[src/rtl/hafe_pkg.sv]
// Shared types, frame constants and the hex digit encoder for the hex ASCII frame encoder.
// Standalone package; used by every module of the block.
`timescale 1ns / 1ps

package hafe_pkg;

    // Frame layout
    localparam int HDR_LEN     = 4;
    localparam int HEX_DIGITS  = 22;
    localparam int FRAME_LEN   = HDR_LEN + HEX_DIGITS + 1;
    localparam int IDX_W       = $clog2(FRAME_LEN);
    localparam int REC_W       = 4 * HEX_DIGITS;

    localparam logic [IDX_W-1:0] IDX_HEX_FIRST = IDX_W'(HDR_LEN);
    localparam logic [IDX_W-1:0] IDX_LAST      = IDX_W'(FRAME_LEN - 1);

    // Queue between front and back
    localparam int QUEUE_DEPTH = 2;
    localparam int QPTR_W      = $clog2(QUEUE_DEPTH);
    localparam int QCNT_W      = $clog2(QUEUE_DEPTH + 1);

    // Characters
    localparam logic [7:0] CHAR_A       = 8'h41;
    localparam logic [7:0] CHAR_5       = 8'h35;
    localparam logic [7:0] CHAR_NL      = 8'h0A;
    localparam logic [7:0] CHAR_ZERO    = 8'h30;
    localparam logic [7:0] CHAR_HEX_OFS = 8'h37;

    // One classified record: payload bytes plus checksum, in send order
    typedef struct packed {
        logic        [7:0]  cmd;
        logic        [15:0] id;
        logic signed [15:0] x;
        logic signed [15:0] y;
        logic signed [15:0] z;
        logic        [7:0]  err;
        logic        [7:0]  sum;
    } t_rec;

    // Map a nibble to its uppercase ASCII hex digit
    function automatic logic [7:0] hex_char(input logic [3:0] nib);
        logic [7:0] r;
        if (nib < 4'd10) begin
            r = CHAR_ZERO + {4'h0, nib};
        end else begin
            r = CHAR_HEX_OFS + {4'h0, nib};
        end
        return r;
    endfunction

endpackage

[src/rtl/hafe_front.sv]
// Front stage: accepts command records and forms the modulo-256 checksum.
// Depends on hafe_pkg; feeds hafe_queue.
`timescale 1ns / 1ps

module hafe_front
    import hafe_pkg::*;
(
    input  logic               i_clk,
    input  logic               i_rst_n,
    input  logic               i_valid,
    output logic               o_ready,
    input  logic        [7:0]  i_command_code,
    input  logic        [15:0] i_target_id,
    input  logic signed [15:0] i_pos_x_mm,
    input  logic signed [15:0] i_pos_y_mm,
    input  logic signed [15:0] i_pos_z_mm,
    input  logic        [7:0]  i_error_code,
    output logic               o_rec_valid,
    input  logic               i_rec_ready,
    output t_rec               o_rec
);

    logic       r_valid;
    t_rec       r_rec;
    t_rec       n_rec;
    logic [7:0] w_sum;

    // Sum the ten payload bytes, wrapping at 8 bits
    assign w_sum = i_command_code
                 + i_target_id[15:8] + i_target_id[7:0]
                 + i_pos_x_mm[15:8] + i_pos_x_mm[7:0]
                 + i_pos_y_mm[15:8] + i_pos_y_mm[7:0]
                 + i_pos_z_mm[15:8] + i_pos_z_mm[7:0]
                 + i_error_code;

    always_comb begin
        n_rec.cmd = i_command_code;
        n_rec.id  = i_target_id;
        n_rec.x   = i_pos_x_mm;
        n_rec.y   = i_pos_y_mm;
        n_rec.z   = i_pos_z_mm;
        n_rec.err = i_error_code;
        n_rec.sum = w_sum;
    end

    // Take a new word whenever the holding register is empty or draining
    assign o_ready     = !r_valid || i_rec_ready;
    assign o_rec_valid = r_valid;
    assign o_rec       = r_rec;

    always_ff @(posedge i_clk) begin
        if (!i_rst_n) begin
            r_valid <= 1'b0;
        end else if (i_valid && o_ready) begin
            r_valid <= 1'b1;
        end else if (i_rec_ready) begin
            r_valid <= 1'b0;
        end
    end

    // Hold payload until a new word arrives
    always_ff @(posedge i_clk) begin
        if (i_valid && o_ready) begin
            r_rec <= n_rec;
        end
    end

endmodule

[src/rtl/hafe_queue.sv]
// Short record queue that decouples the front stage from the serializer.
// Depends on hafe_pkg for the record type and depth.
`timescale 1ns / 1ps

module hafe_queue
    import hafe_pkg::*;
(
    input  logic i_clk,
    input  logic i_rst_n,
    input  logic i_push,
    output logic o_not_full,
    input  t_rec i_rec,
    input  logic i_pop,
    output logic o_not_empty,
    output t_rec o_rec
);

    t_rec              r_mem [QUEUE_DEPTH];
    logic [QPTR_W-1:0] r_wptr;
    logic [QPTR_W-1:0] r_rptr;
    logic [QCNT_W-1:0] r_count;
    logic              w_wr;
    logic              w_rd;

    assign o_not_full  = r_count != QCNT_W'(QUEUE_DEPTH);
    assign o_not_empty = r_count != '0;
    assign o_rec       = r_mem[r_rptr];
    assign w_wr        = i_push && o_not_full;
    assign w_rd        = i_pop && o_not_empty;

    // Advance pointers and occupancy
    always_ff @(posedge i_clk) begin
        if (!i_rst_n) begin
            r_wptr  <= '0;
            r_rptr  <= '0;
            r_count <= '0;
        end else begin
            if (w_wr) begin
                r_wptr <= (r_wptr == QPTR_W'(QUEUE_DEPTH - 1)) ? '0 : r_wptr + 1'b1;
            end
            if (w_rd) begin
                r_rptr <= (r_rptr == QPTR_W'(QUEUE_DEPTH - 1)) ? '0 : r_rptr + 1'b1;
            end
            if (w_wr && !w_rd) begin
                r_count <= r_count + 1'b1;
            end else if (w_rd && !w_wr) begin
                r_count <= r_count - 1'b1;
            end
        end
    end

    // Store the incoming word
    always_ff @(posedge i_clk) begin
        if (w_wr) begin
            r_mem[r_wptr] <= i_rec;
        end
    end

endmodule

[src/rtl/hafe_back.sv]
// Back stage: serializes one record into the 27-character ASCII frame.
// Depends on hafe_pkg; pulls records from hafe_queue.
`timescale 1ns / 1ps

module hafe_back
    import hafe_pkg::*;
(
    input  logic       i_clk,
    input  logic       i_rst_n,
    input  logic       i_rec_valid,
    output logic       o_rec_pop,
    input  t_rec       i_rec,
    output logic       o_valid,
    input  logic       i_ready,
    output logic [7:0] o_ascii_char,
    output logic       o_frame_end
);

    logic             r_busy;
    logic [IDX_W-1:0] r_idx;
    logic [REC_W-1:0] r_shift;
    logic             w_take;
    logic             w_last;
    logic             w_is_hex;

    assign w_last   = r_idx == IDX_LAST;
    assign w_take   = r_busy && i_ready;
    assign w_is_hex = (r_idx >= IDX_HEX_FIRST) && !w_last;

    // Load the next record when idle or as the newline leaves
    assign o_rec_pop = i_rec_valid && (!r_busy || (w_take && w_last));

    // Pick the current character
    always_comb begin
        if (w_last) begin
            o_ascii_char = CHAR_NL;
        end else if (w_is_hex) begin
            o_ascii_char = hex_char(r_shift[REC_W-1 -: 4]);
        end else if (r_idx[1]) begin
            o_ascii_char = CHAR_5;
        end else begin
            o_ascii_char = CHAR_A;
        end
    end

    assign o_valid     = r_busy;
    assign o_frame_end = r_busy && w_last;

    // Step through the frame
    always_ff @(posedge i_clk) begin
        if (!i_rst_n) begin
            r_busy <= 1'b0;
            r_idx  <= '0;
        end else if (o_rec_pop) begin
            r_busy <= 1'b1;
            r_idx  <= '0;
        end else if (w_take) begin
            if (w_last) begin
                r_busy <= 1'b0;
                r_idx  <= '0;
            end else begin
                r_idx <= r_idx + 1'b1;
            end
        end
    end

    // Shift out one nibble per hex digit, high nibble first
    always_ff @(posedge i_clk) begin
        if (o_rec_pop) begin
            r_shift <= REC_W'(i_rec);
        end else if (w_take && w_is_hex) begin
            r_shift <= {r_shift[REC_W-5:0], 4'h0};
        end
    end

    // Pop only when the queue has a word
    a_pop_has_data: assert property (@(posedge i_clk) disable iff (!i_rst_n)
        o_rec_pop |-> i_rec_valid)
        else $error("record popped from empty queue");

    // After the newline leaves, the next frame starts at its header
    a_restart: assert property (@(posedge i_clk) disable iff (!i_rst_n)
        (o_valid && i_ready && o_frame_end) |=> (r_idx == '0))
        else $error("frame did not restart at header");

    // No bubble inside a frame
    a_no_gap: assert property (@(posedge i_clk) disable iff (!i_rst_n)
        (o_valid && i_ready && !o_frame_end) |=> o_valid)
        else $error("gap inside frame");

endmodule

[src/rtl/hex_ascii_frame_encoder_top.sv]
// Top level of the hex ASCII frame encoder: front stage, record queue, serializer.
// Depends on hafe_pkg, hafe_front, hafe_queue and hafe_back.
// The first character appears once a record has passed the front register, the queue and the serializer.
// The serializer sends one character per cycle while i_ready is high.
// Frames follow each other with no idle cycle while records are queued.
// Reset (synchronous, active low) empties the front register, queue and serializer.
`timescale 1ns / 1ps

module hex_ascii_frame_encoder_top
    import hafe_pkg::*;
(
    input  logic               i_clk,
    input  logic               i_rst_n,
    input  logic               i_valid,
    output logic               o_ready,
    input  logic        [7:0]  i_command_code,
    input  logic        [15:0] i_target_id,
    input  logic signed [15:0] i_pos_x_mm,
    input  logic signed [15:0] i_pos_y_mm,
    input  logic signed [15:0] i_pos_z_mm,
    input  logic        [7:0]  i_error_code,
    output logic               o_valid,
    input  logic               i_ready,
    output logic        [7:0]  o_ascii_char,
    output logic               o_frame_end
);

    logic w_front_valid;
    logic w_q_not_full;
    t_rec w_front_rec;
    logic w_q_not_empty;
    logic w_pop;
    t_rec w_q_rec;

    hafe_front u_front (
        .i_clk          (i_clk),
        .i_rst_n        (i_rst_n),
        .i_valid        (i_valid),
        .o_ready        (o_ready),
        .i_command_code (i_command_code),
        .i_target_id    (i_target_id),
        .i_pos_x_mm     (i_pos_x_mm),
        .i_pos_y_mm     (i_pos_y_mm),
        .i_pos_z_mm     (i_pos_z_mm),
        .i_error_code   (i_error_code),
        .o_rec_valid    (w_front_valid),
        .i_rec_ready    (w_q_not_full),
        .o_rec          (w_front_rec)
    );

    hafe_queue u_queue (
        .i_clk       (i_clk),
        .i_rst_n     (i_rst_n),
        .i_push      (w_front_valid),
        .o_not_full  (w_q_not_full),
        .i_rec       (w_front_rec),
        .i_pop       (w_pop),
        .o_not_empty (w_q_not_empty),
        .o_rec       (w_q_rec)
    );

    hafe_back u_back (
        .i_clk        (i_clk),
        .i_rst_n      (i_rst_n),
        .i_rec_valid  (w_q_not_empty),
        .o_rec_pop    (w_pop),
        .i_rec        (w_q_rec),
        .o_valid      (o_valid),
        .i_ready      (i_ready),
        .o_ascii_char (o_ascii_char),
        .o_frame_end  (o_frame_end)
    );

endmodule
[config.mk]
export PLATFORM = sky130hd
export DESIGN_NAME = hex_ascii_frame_encoder_top
export DESIGN_NICKNAME = d
export VERILOG_FILES = /design/src/rtl/hafe_pkg.sv /design/src/rtl/hafe_front.sv /design/src/rtl/hafe_queue.sv /design/src/rtl/hafe_back.sv /design/src/rtl/hex_ascii_frame_encoder_top.sv
export SDC_FILE = /design/constraint.sdc
export NUM_CORES = 1
export LEC_CHECK = 0
export ABC_AREA = 0
export BUFFER_PORTS_ARGS = -buffer_cell sky130_fd_sc_hd__buf_2
export CAP_MARGIN = 25
export CORE_UTILIZATION = 50
export CTS_CLUSTER_SIZE = 24
export DETAILED_ROUTE_END_ITERATION = 8
export PLACE_DENSITY = 0.7
export SKIP_CTS_REPAIR_TIMING = 1
export SLEW_MARGIN = 30
export SYNTH_ARGS = -nofsm -noshare
export SYNTH_HDL_FRONTEND = slang
export SYNTH_HIERARCHICAL = 1
export SYNTH_SLANG_ARGS = --single-unit
[constraint.sdc]
create_clock -name i_clk -period 10.8 [get_ports i_clk]
set_input_delay 0 -clock i_clk [delete_from_list [all_inputs] [get_ports i_clk]]
set_output_delay 0 -clock i_clk [all_outputs]
set_load 0.01 [all_outputs]
# After elaboration in Yosys (flattened, before gate mapping)
# Memories as Yosys holds them, arrays and structs flattened. A register that Yosys moved wholly into a read port is not among the register bits.
# Index checks and enable logic that the tools add are counted.
# Widths: inputs -> output; s select.
# classes
n_addsub,16
n_lt_le_gt_ge,2
n_eq_ne,2
muxes,20
n_bitwise,1
n_reduce_logical,26
# op_table
operator,n
$mux 88,2
$add 8x8->8,9
$mux 8,3
$add 6x4->7 const A,2
$reduce_bool 2->1,6
$logic_and 1x1->1,11
$mux 1,11
$mux 7,1
$add 5x1->5 const B,1
$eq 5x5->1 const B,1
$ge 5x3->1 const B,1
$logic_not 1->1,5
$mux 5,1
$lt 4x4->1 const B,1
$mux 2,2
$add 1x1->1 const B,2
$add 2x1->2 const B,1
$logic_or 1x1->1,2
$ne 2x2->1 const B,1
$reduce_and 2->1,1
$reduce_or 2->1,1
$sub 2x1->2 const B,1
$not 1->1,1
# totals
register_bits,187
mem_bits_rw,176
wordCells,82
n_memories,1
# mem_list
name,depth,word_bits,read_ports,rd_ports_with_merged_regs,write_ports,line,rtl
u_queue.r_mem,2,88,1,1,1,hafe_queue.sv:18,t_rec r_mem [QUEUE_DEPTH];

# Logic depth before layout (Yosys ltp)
# depth
word_depth,9
ltp_mapped,17

# Hierarchy
# Netlist, hierarchy kept.
# by_module_without_submodules
module,n_inst,cells_per_inst,area_each_um2,seq_area_each_um2
hafe_queue,1,298,6668.9,5385.2
hafe_front,1,253,4340.4,2662.6
hafe_back,1,261,4256.6,2762.6

# Worst setup path after synthesis
# No wires, ideal clock.
# synth_timing
path_kind,input to register
from,in i_command_code[2]
to,"reg u_front.r_rec (netlist bit u_front/o_rec[7]), data pin"
setup_time_ps,261
arrival_time_ps,3793
t_required_ps,10539
slack_ps,6745
stages,16
n_path_buf,0
path_cell_list,inv_1 > fa_1 > inv_1 > fa_1 > fa_1 > inv_1 > fa_1 > inv_1 > fa_1 > inv_1 > fa_1 > inv_1 > a21o_1 > a21oi_1 > o21ai_0 > xnor2_1
# synth_via
elab_chain_cells,9
# synth_lines
element,line,rtl
start: declaration,hex_ascii_frame_encoder_top.sv:16,"input logic [7:0] i_command_code,"
$add 8x8->8 (2 in series),hafe_front.sv:30,+ i_target_id[15:8] + i_target_id[7:0]
$add 8x8->8 (2 in series),hafe_front.sv:31,+ i_pos_x_mm[15:8] + i_pos_x_mm[7:0]
$add 8x8->8 (2 in series),hafe_front.sv:32,+ i_pos_y_mm[15:8] + i_pos_y_mm[7:0]
$add 8x8->8 (2 in series),hafe_front.sv:33,+ i_pos_z_mm[15:8] + i_pos_z_mm[7:0]
$add 8x8->8,hafe_front.sv:34,+ i_error_code;
named net u_front.w_sum[7],hafe_front.sv:26,logic [7:0] w_sum;
end signal: assignment,hafe_front.sv:64,r_rec <= n_rec;
end: declaration,hafe_front.sv:24,t_rec r_rec;
# The timed path passes the listed nets, and every way through them passes these cells.
# A chain may end at the register's enable or synchronous reset.

# Worst setup path in the final report
# Ends and elaborated chain as after synthesis.

==> flow_summary.rst <==
.. list-table::
   :header-rows: 1

   * - Metric
     - Value
   * - Height of the chip
     - 176.7 um
   * - Number of antenna violations at the first check in global routing
     - 0
   * - Final standard cell count with taps included and fillers excluded
     - between 1,000 and 1,500
   * - Starting utilization of the core area
     - 0.5110
   * - Cell taking the most area after synthesis
     - sky130_fd_sc_hd__edfxtp_1
   * - Simple-Gate Fraction of Synth Area
     - 0.01959
   * - Share of the core filled with cells
     - 0.6080
   * - Setup WS post-layout
     - 6306 ps
   * - Number of enable flip-flop cells after synthesis
     - about 350
   * - Rows
     - 63
   * - Clk_skew
     - between 10 and 15 ps
   * - Reg-to-reg setup timing slack
     - 7710 ps
   * - Total Neg Setup Slack
     - 0 ps
   * - Post-synthesis async set-or-reset flop share
     - 0
   * - Status
     - completed
   * - Clock Path Buffers
     - 3
   * - Clock transition time at the flip-flop clock pins of the worst setup and hold paths
     - 60 ps
   * - Clock latency on the worst-skew pair
     - 520 ps
   * - DRC viols
     - 0
   * - Leading cell type in the layout, fill and taps excluded
     - sky130_fd_sc_hd__edfxtp_1
   * - Rel. slew slack
     - 0.4534
   * - Cell area after synthesis
     - 15,270 um2
   * - Share of the clock period used by the worst path
     - 0.4161
   * - Share of the synthesized area in compound gates (AO/OA/AOI/OAI)
     - 0.01606
   * - Die Area
     - around 31,000 um2
   * - Leading cell types in the layout, fill and taps excluded
     - sky130_fd_sc_hd__edfxtp_1, sky130_fd_sc_hd__mux2_2, sky130_fd_sc_hd__buf_2, sky130_fd_sc_hd__dlygate4sd3_1, sky130_fd_sc_hd__inv_1
   * - Count of maximum capacitance violations
     - 0
   * - Post-synthesis sequential element count
     - between 300 and 400
   * - Share of synthesized area spent on multiplexers
     - 0.1318
   * - Number of buffers inserted during clock tree synthesis
     - 39
   * - Final period demand of the worst path
     - 4494 ps
   * - Portion of the post-synthesis area used by sequential elements
     - 0.7081
   * - Ratio of total power to cell area
     - around 270 nW/um2
   * - Total routing resource utilization after global routing
     - 0.1844
   * - Layout cell share with drive strength beyond 1
     - 0.3180
   * - Average cell area after synthesis
     - 18.80 um2
   * - Filler cell count
     - 2,202
   * - Clock H-tree levels
     - 2
   * - Maximum number of pins on one net before global-route repair
     - 62
   * - Number of buffers added on ports
     - 93
   * - Post-Place Worst Slack
     - 6310 ps
   * - Synthesized instance count
     - 812
   * - Final setup fails
     - 0
   * - I/O Pins
     - 95
   * - Hold Vio Cnt, Final
     - 0
   * - Sequential cell area
     - 10,810 um2
   * - Aggregate global routing overflow
     - 0
   * - Synth-to-Final Area Change
     - 18.99%
   * - Setup crit start kind
     - primary input
   * - Cell types with the largest area share after synthesis
     - sky130_fd_sc_hd__edfxtp_1, sky130_fd_sc_hd__mux2_2, sky130_fd_sc_hd__fa_1
   * - Yosys cell types
     - 47
   * - Synth Area in XOR/XNOR
     - 0.01574
   * - CORE AREA
     - ~30,000 um2
   * - CP required
     - between 10,000 and 15,000 ps
   * - CTS tree
     - done
   * - Final number of max-transition violations
     - 0
   * - Synth warn
     - 6
   * - Dominant combinational cell family by area after synthesis
     - multiplexers
   * - Detail Placement HPWL
     - 17.64 mm
   * - Number of global-route vias before repair
     - 7,273
   * - Transition at the pin with the smallest max-transition slack
     - a little over 800 ps
   * - Critical path capture point type
     - flip-flop
   * - Area of the multi-input gates
     - ~4000 um2
   * - Total via count after detailed routing
     - 7,360
   * - Routed WL per cell
     - 19.91 um
   * - Die span in x
     - 176.7 um
   * - # diodes
     - 0
   * - Max frequency
     - 222.5 MHz
   * - Net count of the mapped netlist
     - roughly 960
   * - Total iterations of the first detailed-routing run
     - 4
   * - Count of antenna-violating nets left after detailed routing
     - 0
   * - Net count reported at finish
     - 1,163
   * - Buffer cell driving the clock tree root
     - sky130_fd_sc_hd__clkbuf_16
   * - Number of vias per cell
     - around 5.1
   * - Maximum ir drop on the vdd rail
     - 0.0001677 V
   * - Sink count of the clock tree
     - 364
   * - Adder and majority gate portion of the synthesized area
     - 0.07868
   * - Critical path peak fanout
     - 2
   * - Hold slack
     - 206.4 ps
   * - Routed WL
     - 28.49 mm
   * - Fraction of synthesized cell area taken by the top area cell type
     - 0.6924
   * - Top flip-flop cell by instance count after synthesis
     - sky130_fd_sc_hd__edfxtp_1
   * - Total placed cells including tap cells
     - between 1,000 and 1,500
   * - Type of the tightest min-delay check
     - in -> reg
   * - Wire length of the first global-routing pass
     - 42.31 mm
   * - Static Leakage
     - 0.006650 uW
   * - Initial detailed-routing violation count
     - 532
   * - RSZ-0062 raised after global routing
     - false
   * - Gp weighted congestion
     - 0.7697
   * - Arrival time of data at the critical path endpoint
     - 4760 ps
   * - Type of the setup path with the least slack
     - in -> reg
==> synth_stat cells (all sizes together) (4+ instances only) <==
library cell	instances
a31oi	4
a21oi	9
or3	5
inv	75
and2	12
buf	23
xnor2	21
fa	50
nand3	7
nand2	9
dfxtp	12
nand2b	5
ha	16
mux2	172
o21ai	5
a21boi	4
edfxtp	352
==> path summary, 6_finish.rpt <==
| kind | from | endpoint | depth (start not counted) |
|---|---|---|---|
| max | i_command_code[2] | u_front/o_rec[7] | 18 |
| min | i_error_code[4] | u_front/o_rec[12] | 2 |
| max reg2reg | u_back/r_idx[0] | u_back/r_shift[63] | 7 |
| min reg2reg | u_front/o_rec[1] | u_queue/r_mem[1][1] | 0 |
==> worst max-delay path: stages <==
cell and delay (ps):
sky130_fd_sc_hd__dlygate4sd3_1 520, sky130_fd_sc_hd__buf_2 120, sky130_fd_sc_hd__inv_1 60, sky130_fd_sc_hd__fa_1 600
sky130_fd_sc_hd__inv_1 90, sky130_fd_sc_hd__fa_1 540, sky130_fd_sc_hd__fa_1 560, sky130_fd_sc_hd__inv_1 60
sky130_fd_sc_hd__fa_1 530, sky130_fd_sc_hd__inv_1 50, sky130_fd_sc_hd__fa_1 520, sky130_fd_sc_hd__inv_1 60
sky130_fd_sc_hd__fa_1 450, sky130_fd_sc_hd__inv_1 70, sky130_fd_sc_hd__a21o_1 100, sky130_fd_sc_hd__a21oi_1 80
sky130_fd_sc_hd__o21ai_0 240, sky130_fd_sc_hd__xnor2_1 110
==> logic make-up after synthesis <==
kind of cell | after synthesis
compound gates | 35
xor+xnor | 25
fa+ha+maj | 66
other cells | 1
mux | 172
buf+inv | 100
simple gates | 49
flops | 364
==> per-layer routing <==
layer  vias up  wire length, um  track usage
li1       3402                -            -
met1      3757            12620       0.2586
met2       161            14200       0.2997
met3        40             1173      0.02964
met4         0              494      0.05208
met5         -                0            0
==> metrics by stage <==
stage	cell area, um2	power, uW
final	18160	4826
after floorplan	15270	3272
after global routing	18160	5091
after global placement	16120	3577
after detailed placement	16130	3613
after CTS	17310	4855
==> registers in the layout, summed over array words and instances, names as in the netlist, named ones only <==
| signal | flops |
|---|---|
| u_queue/r_mem | 176 |
| u_front/o_rec | 88 |
| u_front/o_rec_valid | 1 |
| u_queue/r_wptr | 1 |
| u_back/o_valid | 1 |
| u_queue/r_count | 2 |
| u_queue/r_rptr | 1 |
| u_back/r_shift | 88 |
| u_back/r_idx | 5 |
==> cell type report <==
cell class              count  area share
flip-flops and latches    364      0.5953
multi-input cells         348      0.2213
well taps                 390     0.02686
repair buffers            185     0.07556
inverters                  75     0.01557
clock buffers              52     0.05986
clock inverters            17    0.005510
==> power by group <==
part	total (uW)	internal (uW)	switching, uW
clock	1230	710	520
combinational	1460	712	745
sequential	2140	2030	112
(Power assumes the default switching activity.)
